### src/hw/rtl/sbnd_pkg.sv
// Shared types, constants and the header table for the sysex bank nibble deframer.
`timescale 1ns / 1ps
package sbnd_pkg;

    localparam int PROGRAM_BYTES   = 204;
    localparam int PROGRAM_SLOTS   = 40;
    localparam int MAX_FRAME_BYTES = 16384;

    localparam logic [7:0]  LAST_OFFSET  = 8'(PROGRAM_BYTES - 1);
    localparam logic [5:0]  LAST_PROGRAM = 6'(PROGRAM_SLOTS - 1);
    localparam logic [5:0]  PROGRAM_LIMIT = 6'(PROGRAM_SLOTS);
    localparam logic [13:0] LENGTH_LIMIT = 14'(MAX_FRAME_BYTES - 1);
    localparam logic [13:0] HEADER_LEN   = 14'd5;

    localparam logic [7:0] EOX_BYTE    = 8'hF7;
    localparam logic [3:0] NIBBLE_MASK = 4'hF;

    localparam logic [2:0] ST_OK        = 3'd0;
    localparam logic [2:0] ST_SHORT     = 3'd1;
    localparam logic [2:0] ST_BAD_HDR   = 3'd2;
    localparam logic [2:0] ST_TOO_MANY  = 3'd3;
    localparam logic [2:0] ST_TOO_LONG  = 3'd4;

    typedef enum logic [1:0] {
        PH_HEADER = 2'd0,
        PH_DATA   = 2'd1,
        PH_HOLD   = 2'd2,
        PH_SKIP   = 2'd3
    } t_phase;

    typedef struct packed {
        logic       is_end;
        logic [7:0] data_byte;
        logic [5:0] program_index;
        logic [7:0] byte_offset;
        logic [5:0] program_count;
        logic [2:0] status;
    } t_result;

    function automatic logic [7:0] header_byte(input logic [2:0] pos);
        logic [7:0] b;
        unique case (pos)
            3'd0:    b = 8'hF0;
            3'd1:    b = 8'h0F;
            3'd2:    b = 8'h02;
            3'd3:    b = 8'h00;
            3'd4:    b = 8'h02;
            default: b = 8'h00;
        endcase
        return b;
    endfunction

endpackage

### src/hw/rtl/sbnd_core.sv
// Input register, frame state and per-byte decode of the deframer.
`timescale 1ns / 1ps
module sbnd_core (
    input  logic              i_clk,
    input  logic              i_rst_n,
    input  logic              i_valid,
    output logic              o_ready,
    input  logic [7:0]        i_byte,
    input  logic              i_space,
    output logic              o_push,
    output sbnd_pkg::t_result o_result
);
    import sbnd_pkg::*;

    logic        r_in_v;
    logic [7:0]  r_in_byte;
    t_phase      r_phase,      n_phase;
    logic [13:0] r_frame_len,  n_frame_len;
    logic        r_mismatch,   n_mismatch;
    logic [3:0]  r_low,        n_low;
    logic        r_have_low,   n_have_low;
    logic [7:0]  r_offset,     n_offset;
    logic [5:0]  r_prog,       n_prog;
    logic        fire;
    logic        is_eox;
    logic        too_long;
    logic [3:0]  nib;

    assign fire     = r_in_v && i_space;
    assign o_ready  = !r_in_v || fire;
    assign is_eox   = (r_in_byte == EOX_BYTE);
    assign too_long = (r_frame_len >= LENGTH_LIMIT);
    assign nib      = r_in_byte[3:0] & NIBBLE_MASK;

    always_ff @(posedge i_clk) begin
        if (!i_rst_n) begin
            r_in_v <= 1'b0;
        end else if (o_ready) begin
            r_in_v <= i_valid;
        end
        if (o_ready && i_valid) begin
            r_in_byte <= i_byte;
        end
    end

    always_comb begin
        n_phase     = r_phase;
        n_frame_len = r_frame_len;
        n_mismatch  = r_mismatch;
        n_low       = r_low;
        n_have_low  = r_have_low;
        n_offset    = r_offset;
        n_prog      = r_prog;
        if (r_phase == PH_SKIP || is_eox) begin
            if (is_eox) begin
                n_phase     = PH_HEADER;
                n_frame_len = '0;
                n_mismatch  = 1'b0;
                n_low       = '0;
                n_have_low  = 1'b0;
                n_offset    = '0;
                n_prog      = '0;
            end
        end else if (too_long) begin
            n_phase = PH_SKIP;
        end else begin
            n_frame_len = r_frame_len + 14'd1;
            unique case (r_phase)
                PH_HEADER: begin
                    if (r_frame_len < HEADER_LEN &&
                        r_in_byte != header_byte(r_frame_len[2:0])) begin
                        n_mismatch = 1'b1;
                    end
                    if (n_frame_len == HEADER_LEN) begin
                        n_phase = (n_mismatch) ? PH_HOLD : PH_DATA;
                    end
                end
                PH_DATA: begin
                    if (!r_have_low) begin
                        n_low      = nib;
                        n_have_low = 1'b1;
                    end else begin
                        n_have_low = 1'b0;
                        if (r_offset >= LAST_OFFSET) begin
                            n_offset = '0;
                            if (r_prog >= LAST_PROGRAM) begin
                                n_prog  = PROGRAM_LIMIT;
                                n_phase = PH_HOLD;
                            end else begin
                                n_prog = r_prog + 6'd1;
                            end
                        end else begin
                            n_offset = r_offset + 8'd1;
                        end
                    end
                end
                default: begin
                end
            endcase
        end
    end

    always_comb begin
        o_push   = 1'b0;
        o_result = '0;
        if (r_phase != PH_SKIP) begin
            if (is_eox) begin
                o_push          = fire;
                o_result.is_end = 1'b1;
                unique case (r_phase)
                    PH_HEADER: o_result.status = ST_SHORT;
                    PH_HOLD:   o_result.status = r_mismatch ? ST_BAD_HDR : ST_TOO_MANY;
                    default: begin
                        o_result.status        = ST_OK;
                        o_result.program_count = r_prog;
                    end
                endcase
            end else if (too_long) begin
                o_push          = fire;
                o_result.is_end = 1'b1;
                o_result.status = ST_TOO_LONG;
            end else if (r_phase == PH_DATA && r_have_low) begin
                o_push                 = fire;
                o_result.data_byte     = {nib, r_low};
                o_result.program_index = r_prog;
                o_result.byte_offset   = r_offset;
            end
        end
    end

    always_ff @(posedge i_clk) begin
        if (!i_rst_n) begin
            r_phase     <= PH_HEADER;
            r_frame_len <= '0;
            r_mismatch  <= 1'b0;
            r_low       <= '0;
            r_have_low  <= 1'b0;
            r_offset    <= '0;
            r_prog      <= '0;
        end else if (fire) begin
            r_phase     <= n_phase;
            r_frame_len <= n_frame_len;
            r_mismatch  <= n_mismatch;
            r_low       <= n_low;
            r_have_low  <= n_have_low;
            r_offset    <= n_offset;
            r_prog      <= n_prog;
        end
    end

endmodule

### src/hw/rtl/sbnd_outbuf.sv
// Result register with a skid stage for the deframer output.
`timescale 1ns / 1ps
module sbnd_outbuf (
    input  logic              i_clk,
    input  logic              i_rst_n,
    input  logic              i_push,
    input  sbnd_pkg::t_result i_result,
    output logic              o_space,
    output logic              o_valid,
    input  logic              i_ready,
    output sbnd_pkg::t_result o_result
);
    import sbnd_pkg::*;

    logic    r_out_v;
    logic    r_skid_v;
    t_result r_out;
    t_result r_skid;
    logic    pop;

    assign pop      = r_out_v && i_ready;
    assign o_space  = !r_skid_v;
    assign o_valid  = r_out_v;
    assign o_result = r_out;

    always_ff @(posedge i_clk) begin
        if (!i_rst_n) begin
            r_out_v  <= 1'b0;
            r_skid_v <= 1'b0;
        end else if (r_skid_v) begin
            if (pop) begin
                r_out_v  <= 1'b1;
                r_skid_v <= 1'b0;
            end
        end else if (i_push) begin
            if (r_out_v && !pop) begin
                r_skid_v <= 1'b1;
            end else begin
                r_out_v <= 1'b1;
            end
        end else if (pop) begin
            r_out_v <= 1'b0;
        end
    end

    always_ff @(posedge i_clk) begin
        if (r_skid_v) begin
            if (pop) begin
                r_out <= r_skid;
            end
        end else if (i_push) begin
            if (r_out_v && !pop) begin
                r_skid <= i_result;
            end else begin
                r_out <= i_result;
            end
        end
    end

endmodule

### src/hw/rtl/sysex_bank_nibble_deframer.sv
// Top level of the sysex bank dump deframer with nibble unpacking.
//
// Bytes of a system-exclusive bank dump arrive on the slave stream, one per
// transfer. The first five bytes of a frame are checked against the fixed
// header, then byte pairs are joined into data bytes (low nibble first).
// Each data byte leaves on the master stream with tuser low; the 0xF7 that
// ends a frame gives one status transfer with tuser high and, if it ends in the
// data phase, the number of complete programs. An overlong frame gives a status
// transfer at once and the bytes up to the next 0xF7 are dropped without any output.
// A byte is held in the input register; its result is decoded from there and
// written to the output register (or to the skid stage if the output is held),
// from which it is offered on the master stream. One byte is accepted in
// every cycle while the receiver keeps up. When the receiver stalls, a skid
// stage takes one more result; once it is full and the input register holds
// a byte, s_axis_tready stays low until the receiver takes a result.
// After reset the block waits for the header of a new frame and both
// streams are empty.
`timescale 1ns / 1ps
module sysex_bank_nibble_deframer (
    input  logic        i_clk,
    input  logic        i_rst_n,
    input  logic        s_axis_tvalid,
    output logic        s_axis_tready,
    input  logic [7:0]  s_axis_tdata,   // [7:0] sysex_byte
    output logic        m_axis_tvalid,
    input  logic        m_axis_tready,
    output logic [31:0] m_axis_tdata,   // [7:0] data_byte, [13:8] program_index,
                                        // [21:14] byte_offset, [27:22] program_count,
                                        // [30:28] status, [31] zero
    output logic        m_axis_tuser    // [0] is_end
);
    import sbnd_pkg::*;

    logic    space;
    logic    push;
    t_result core_result;
    t_result out_result;

    sbnd_core u_core (
        .i_clk    (i_clk),
        .i_rst_n  (i_rst_n),
        .i_valid  (s_axis_tvalid),
        .o_ready  (s_axis_tready),
        .i_byte   (s_axis_tdata),
        .i_space  (space),
        .o_push   (push),
        .o_result (core_result)
    );

    sbnd_outbuf u_outbuf (
        .i_clk    (i_clk),
        .i_rst_n  (i_rst_n),
        .i_push   (push),
        .i_result (core_result),
        .o_space  (space),
        .o_valid  (m_axis_tvalid),
        .i_ready  (m_axis_tready),
        .o_result (out_result)
    );

    assign m_axis_tuser = out_result.is_end;
    assign m_axis_tdata = {1'b0, out_result.status, out_result.program_count,
                           out_result.byte_offset, out_result.program_index,
                           out_result.data_byte};

    a_push_has_room: assert property (@(posedge i_clk) disable iff (!i_rst_n)
        push |-> space)
        else $error("result pushed while the output buffer is full");

    a_full_means_valid: assert property (@(posedge i_clk) disable iff (!i_rst_n)
        !space |-> m_axis_tvalid)
        else $error("skid stage holds a result while the output register is empty");

    a_data_clean: assert property (@(posedge i_clk) disable iff (!i_rst_n)
        (m_axis_tvalid && !m_axis_tuser) |-> (m_axis_tdata[31:22] == 10'd0))
        else $error("data result carries a count or status");

    a_end_clean: assert property (@(posedge i_clk) disable iff (!i_rst_n)
        (m_axis_tvalid && m_axis_tuser) |->
        (m_axis_tdata[21:0] == 22'd0 && m_axis_tdata[30:28] <= ST_TOO_LONG))
        else $error("end result carries data fields or an unknown status");

endmodule
### config.mk
export PLATFORM = sky130hd
export DESIGN_NAME = sysex_bank_nibble_deframer
export DESIGN_NICKNAME = d
export VERILOG_FILES = /design/src/hw/rtl/sbnd_pkg.sv /design/src/hw/rtl/sbnd_core.sv /design/src/hw/rtl/sbnd_outbuf.sv /design/src/hw/rtl/sysex_bank_nibble_deframer.sv
export SDC_FILE = /design/constraint.sdc
export NUM_CORES = 1
export LEC_CHECK = 0
export ABC_AREA = 1
export BUFFER_PORTS_ARGS = -buffer_cell sky130_fd_sc_hd__buf_2
export CORE_MARGIN = 1
export CORE_UTILIZATION = 40
export DETAILED_ROUTE_END_ITERATION = 6
export PLACE_DENSITY = 0.64
export REMOVE_ABC_BUFFERS = 1
export SLEW_MARGIN = 10
export SYNTH_ARGS = -nofsm -noshare
export SYNTH_HDL_FRONTEND = slang
export SYNTH_SLANG_ARGS = --single-unit
### constraint.sdc
create_clock -name i_clk -period 3.8 [get_ports i_clk]
set_input_delay 0.57 -clock i_clk [delete_from_list [all_inputs] [get_ports i_clk]]
set_output_delay 0.57 -clock i_clk [all_outputs]
set_load 0.02 [all_outputs]
# Yosys cells after proc, flatten, opt, wreduce, memory -nomap -nowiden
# Index checks and enable logic that the tools add are counted.
# word_totals
register_bits,111
out_inout_bits,35
elab_cells,158
input_bits,12
# op_classes
addsub,3
bitwise,1
n_lt_le_gt_ge,4
n_reduce_logical,32
n_mux,75
eq_ne,20
# ops
cell,n
2-to-1 mux 32 bit,5
2-to-1 mux 8 bit,9
2-to-1 mux 22 bit,3
2-to-1 mux 6 bit,9
2-to-1 mux 14 bit,3
2-to-1 mux 1 bit,28
case mux 8 bit (3 select lines),1
2-to-1 mux 4 bit,5
2-to-1 mux 2 bit,8
inequality test 4 x 1 -> 1 bit (second input constant),4
adder 14 x 1 -> 14 bit (second input constant),1
== test 14 x 3 -> 1 bit (second input constant),1
>= comparator 14 bit (second input constant),1
< comparator 14 x 3 -> 1 bit (second input constant),1
AND reduction 3 bit,4
nonzero test 2 bit,6
AND reduction 5 bit,2
adder 8 x 1 -> 8 bit (second input constant),1
== test 8 bit (second input constant),1
>= comparator 8 bit (second input constant),1
inequality test 2 bit (second input constant),4
inequality test 8 bit,1
AND reduction 4 bit,2
AND reduction 7 bit,1
other kinds (21),33

# Longest topological paths before layout
# logic_depth
depth_word,17
ltp_mapped,17
mapped_depth_nobuf,17

# Cells and area by module
# A second synthesis with hierarchy kept.
# unflattened
cells_unflattened,623
area_unflattened_um2,5506.5
# by_module_without_submodules
module,area_per_inst_um2,n_inst,seq_area_each_um2,cells_each
sbnd_core,2981.6,1,980.9,433
sbnd_outbuf,2513.7,1,1961.9,188
sysex_bank_nibble_deframer,11.3,1,0.0,2

# Least setup slack after synthesis
# OpenSTA, ideal clock, no wires.
# synth_timing
path_type,reg-to-reg
start,register u_core.r_frame_len[1]
end,"register u_outbuf.r_out, in the netlist u_outbuf.o_result[0], enable pin"
stages_incl_launch_ff,12
setup_slack_ps,563
arrival_time_ps,2816
setup_ps,421
n_path_buf,0
required_time_ps,3379
synth_period_minus_slack_ps,3237
path_cell_list,dfxtp_1 ha_1 nand2_1 nor2_1 nand4_1 nor2_1 nor2_1 nand2_1 nand3_1 o21ai_0 inv_1 nor2_1
# synth_via
elab_chain_cells,6
# synth_lines
element,line_no,source
from (decl),sbnd_core.sv:18,"logic [13:0] r_frame_len, n_frame_len;"
from (signal assigned),sbnd_core.sv:142,r_frame_len <= n_frame_len;
>= comparator 14 bit,sbnd_core.sv:32,assign too_long = (r_frame_len >= LENGTH_LIMIT);
2-to-1 mux 1 bit,sbnd_core.sv:118,end else if (too_long) begin
2-to-1 mux 1 bit,sbnd_core.sv:107,if (is_eox) begin
2-to-1 mux 1 bit,sbnd_core.sv:106,if (r_phase != PH_SKIP) begin
nonzero test 2 bit (no line),n/a,
AND reduction 3 bit (no line),n/a,
to (signal assigned),sbnd_outbuf.sv:49,r_out <= r_skid;
to (signal assigned),sbnd_outbuf.sv:55,r_out <= i_result;
to (decl),sbnd_outbuf.sv:17,t_result r_out;
# Every way passes these cells.
# A chain may end at the register's enable or synchronous reset.

# Worst setup path after layout
# layout_timing
start,register u_core.r_phase[0]
end,"register u_outbuf.r_skid[10] in the netlist's numbering, enable pin"
# layout_via
elab_chain_cells,7
elab_cells_between_ends,8
cone_classes,2 x eq/ne; 4 x mux; 2 x reduce/logical
# layout_lines
element,line_no,source
from (decl),sbnd_core.sv:17,"t_phase r_phase, n_phase;"
from (signal assigned),sbnd_core.sv:141,r_phase <= n_phase;
== test 2 x 1 -> 1 bit,sbnd_core.sv:122,end else if (r_phase == PH_DATA && r_have_low) begin
logical AND 1 bit,sbnd_core.sv:122,
2-to-1 mux 1 bit,sbnd_core.sv:122,
2-to-1 mux 1 bit,sbnd_core.sv:118,
2-to-1 mux 1 bit,sbnd_core.sv:107,
2-to-1 mux 1 bit *,sbnd_core.sv:106,
AND reduction 3 bit (no line) *,n/a,
to (signal assigned),sbnd_outbuf.sv:53,r_skid <= i_result;
to (decl),sbnd_outbuf.sv:18,t_result r_skid;
# Mark *: on every way between the ends. The rest lies on a longest branch, timed or not.

==> load_flow_metrics.sql <==
INSERT INTO impl_metrics (metric_group, metric, value, unit) VALUES
('clocking', 'cts_buffer_count', '9', ''),
('power', 'max-vdd-ir-drop', '0.000181', 'V'),
('synth', 'number_of_flops_mapped_to_enable_cells_by_yosys', '72', ''),
('outcome', 'status', 'complete, no violations', ''),
('drt', 'detailedRoute.firstPassIterationCount', '5', ''),
('sta', 'worst-slew-pin-transition', '0.862', 'ns'),
('setup_path', 'crit_path_top_delay_cell', 'sky130_fd_sc_hd__dfxtp_1', ''),
('setup_path', 'timing.critical_path.arrival', '2.59', 'ns'),
('synth', 'synth_sequential_area_ratio', '0.543', ''),
('synth', 'synth_simple_gate_area_share', '0.306', ''),
('floorplanning', 'horizontal_die_dimension', '118', 'um'),
('sta', 'minimum_clock_period_after_layout', '2.57', 'ns'),
('clocking', 'cts_repair_resize_count', '0', ''),
('sta', 'timing.fmax', '389', 'MHz'),
('synth', 'synth_xor_area_frac', '0.0162', ''),
('sta', 'report.final.slew_viol_count', '0', ''),
('cells_and_area', 'mostFrequentLayoutCell', 'sky130_fd_sc_hd__nand2_1', ''),
('global_routing', 'grt_start_max_net_pins', '37', ''),
('place', 'dp_hpwl', '7920', 'um'),
('run', 'number_of_max_capacitance_violations_reported', '0', ''),
('cells_and_area', 'finish.utilization', '0.461', ''),
('sta', 'timing_hold_violations_final', '0', ''),
('synth', 'synth-compound-area-share', '0.0536', ''),
('synth', 'syn_area_per_cell', '8.51', 'um2'),
('floorplanning', 'fp.coreArea', '13200', 'um2'),
('drt', 'initialDrtViolationCount', '247', ''),
('floorplanning', 'fp-row-count', '42', ''),
('floorplanning', 'ios', '47', ''),
('global_routing', 'grt_pass1_vias', '3841', ''),
('setup_path', 'critPathRequiredTime', '3.82', 'ns'),
('synth', 'synth.yosys.warnings', '0', ''),
('setup_path', 'crit_path_max_fanout', '27', ''),
('drt', 'wire_per_inst', '12.8', 'um'),
('sta', 'report.final.setup_viol', '0', ''),
('synth', 'synthesis.area', '5420', 'um2'),
('synth', 'synth_async_sr_flop_share', '0', ''),
('synth', 'synth.distinct_cells', '37', ''),
('sta', 'rsz0062_at_grt', 'no', ''),
('floorplanning', 'die_y', '118', 'um'),
('setup_path', 'worstPathCellList', 'nand2_1, nor2_1, inv_1, nand2_1, nand3_1, inv_1, nand2_1, inv_1, buf_4', ''),
('synth', 'dominant_combinational_cell_family_by_area_after_synthesis', 'simple AND/OR/NAND/NOR gates', ''),
('drt', 'wirelength', '11000', 'um'),
('power', 'static_leakage_power', '2.54', 'nW'),
('clocking', 'worst_setup_hold_path_clk_slew', '0.07', 'ns'),
('clocking', 'root_driver', 'sky130_fd_sc_hd__clkbuf_16', ''),
('power', 'post-layout-total-power', '0.00236', 'W'),
('clocking', 'clk_path_buf_depth', '2', ''),
('sta', 'fin_hold_ws', '0.396', 'ns'),
('global_routing', 'grt_pass1_wl', '18100', 'um'),
('synth', 'synth_mux_area_frac', '0', ''),
('synth', 'synthesis.instances', '637', ''),
('clocking', 'count_of_clock_tree_sinks', '111', ''),
('power', 'power_per_cell_area', '386', 'nW/um2'),
('cells_and_area', 'most-common-layout-cells', '196 x sky130_fd_sc_hd__nand2_1, 72 x sky130_fd_sc_hd__edfxtp_1, 62 x sky130_fd_sc_hd__inv_1', ''),
('setup_path', 'timing.critical_path.from_type', 'flop', ''),
('cells_and_area', 'n_fill_cell', '1323', ''),
('floorplanning', 'fp.dieArea', '14000', 'um2'),
('clocking', 'clock_insertion_delay_worst_skew', '0.35', 'ns'),
('clocking', 'post_cts_buffers', '0', ''),
('cells_and_area', 'flow.area_growth_from_synthesis', '12.6', '%'),
('setup_path', 'cpPeakStageDelay', '0.55', 'ns'),
('setup_path', 'path_delay_family', 'buffers and inverters', ''),
('setup_path', 'worstPathBufferInverterCount', '4', ''),
('drt', 'avgViaCountPerCell', '4.91', ''),
('sta', 'timing.setup.tns', '0', 'ns'),
('clocking', 'cts.hold.buffers_added', '0', ''),
('setup_path', 'setup.worst_path.end_class', 'flop', ''),
('sta', 'relSlewSlack', '0.421', ''),
('place', 'place.gp.congestion', '0.897', ''),
('hold_path', 'classification_of_the_worst_slack_hold_path', 'input port to flop', ''),
('cells_and_area', 'share_of_post_route_cells_with_drive_strength_above_1', '0.127', '');
==> area by class of cell <==
cell class / count / area [um2] / share of cell area
sequential: 111 / 2940 / 0.482
multi-input combinational: 438 / 2120 / 0.347
inverter: 68 / 260 / 0.0427
clock buffer: 12 / 258 / 0.0423
timing repair buffer: 51 / 270 / 0.0443
clock inverter: 4 / 30.0 / 0.00492
tap: 176 / 220 / 0.0361
==> power by group <==
group / switching, W / internal (W) / leakage, nW
clock: 0.000420 / 0.000488 / 0.138
sequential: 0.0000223 / 0.00129 / 1.04
combinational: 0.0000885 / 0.0000473 / 1.37
total: 0.000531 / 0.00182 / 2.54
==> path summary, 6_finish.rpt <==
kind	start	to	slack [ns]	cells past startpoint
max reg2reg	u_core.r_phase[0]	u_outbuf.r_skid[10]	1.23	9
max	u_core.r_phase[0]	u_outbuf.r_skid[10]	1.23	9
min reg2reg	u_core.r_low[1]	u_core.r_low[1]	0.47	2
min	s_axis_tdata[5]	u_core.r_in_byte[5]	0.40	1
==> synthesized netlist by cell type, drive strengths merged, types with 2 or more instances <==
master	instances	area share
clkbuf	10	0.0069
dfxtp	39	0.14
nand2	203	0.15
o22ai	2	0.0023
nor3	36	0.035
xor2	9	0.015
ha	6	0.014
nor4	3	0.0090
edfxtp	72	0.40
nand3	40	0.037
nand4	12	0.014
inv	67	0.047
nor3b	2	0.0028
nor2	67	0.057
buf	10	0.011
a21oi	29	0.027
a31oi	2	0.0023
o21ai	21	0.019
==> through the flow <==
stage	setup slack [ns]	instance area, um2	std cells
2_1_floorplan	0.129	5320	617
3_3_place_gp	1.33	5810	844
3_5_place_dp	1.24	5810	844
4_1_cts	1.21	6100	860
5_1_grt	0.935	6100	860
6_report	1.23	6100	860
==> sequential cells by signal, indices dropped and copies added, names as in the netlist, 2 cells and up <==
name / count
u_core.r_low: 4
u_core.r_offset: 8
u_core.r_in_byte: 8
u_outbuf.r_skid: 32
u_outbuf.o_result: 32
u_core.r_phase: 2
u_core.r_prog: 6
u_core.r_frame_len: 14
==> worst reg2reg max path, cell delays in order (launching register included) <==
cell and delay (ns):
sky130_fd_sc_hd__dfxtp_1 0.55, sky130_fd_sc_hd__nand2_1 0.27, sky130_fd_sc_hd__nor2_1 0.14, sky130_fd_sc_hd__inv_1 0.32
sky130_fd_sc_hd__nand2_1 0.17, sky130_fd_sc_hd__nand3_1 0.10, sky130_fd_sc_hd__inv_1 0.06, sky130_fd_sc_hd__nand2_1 0.06
sky130_fd_sc_hd__inv_1 0.19, sky130_fd_sc_hd__buf_4 0.37
==> per-layer routing <==
layer	track usage	vias to the layer above	wire, um	share of wire
met5	0	-	0	0
met4	0.0546	0	127	0.012
met3	0.0319	9	428	0.039
met2	0.268	91	5080	0.46
met1	0.214	1948	5340	0.49
li1	-	2178	-	-
==> logic make-up after synthesis <==
kind of cell             count (synthesis)
AND/OR/NAND/NOR                        365
buffers and inverters                   88
AO/OA/AOI/OAI                           56
adder cells (fa/ha/maj)                  6
XOR/XNOR                                10
flip-flops                             111
other                                    1
Power figures use the tool's default switching activity.
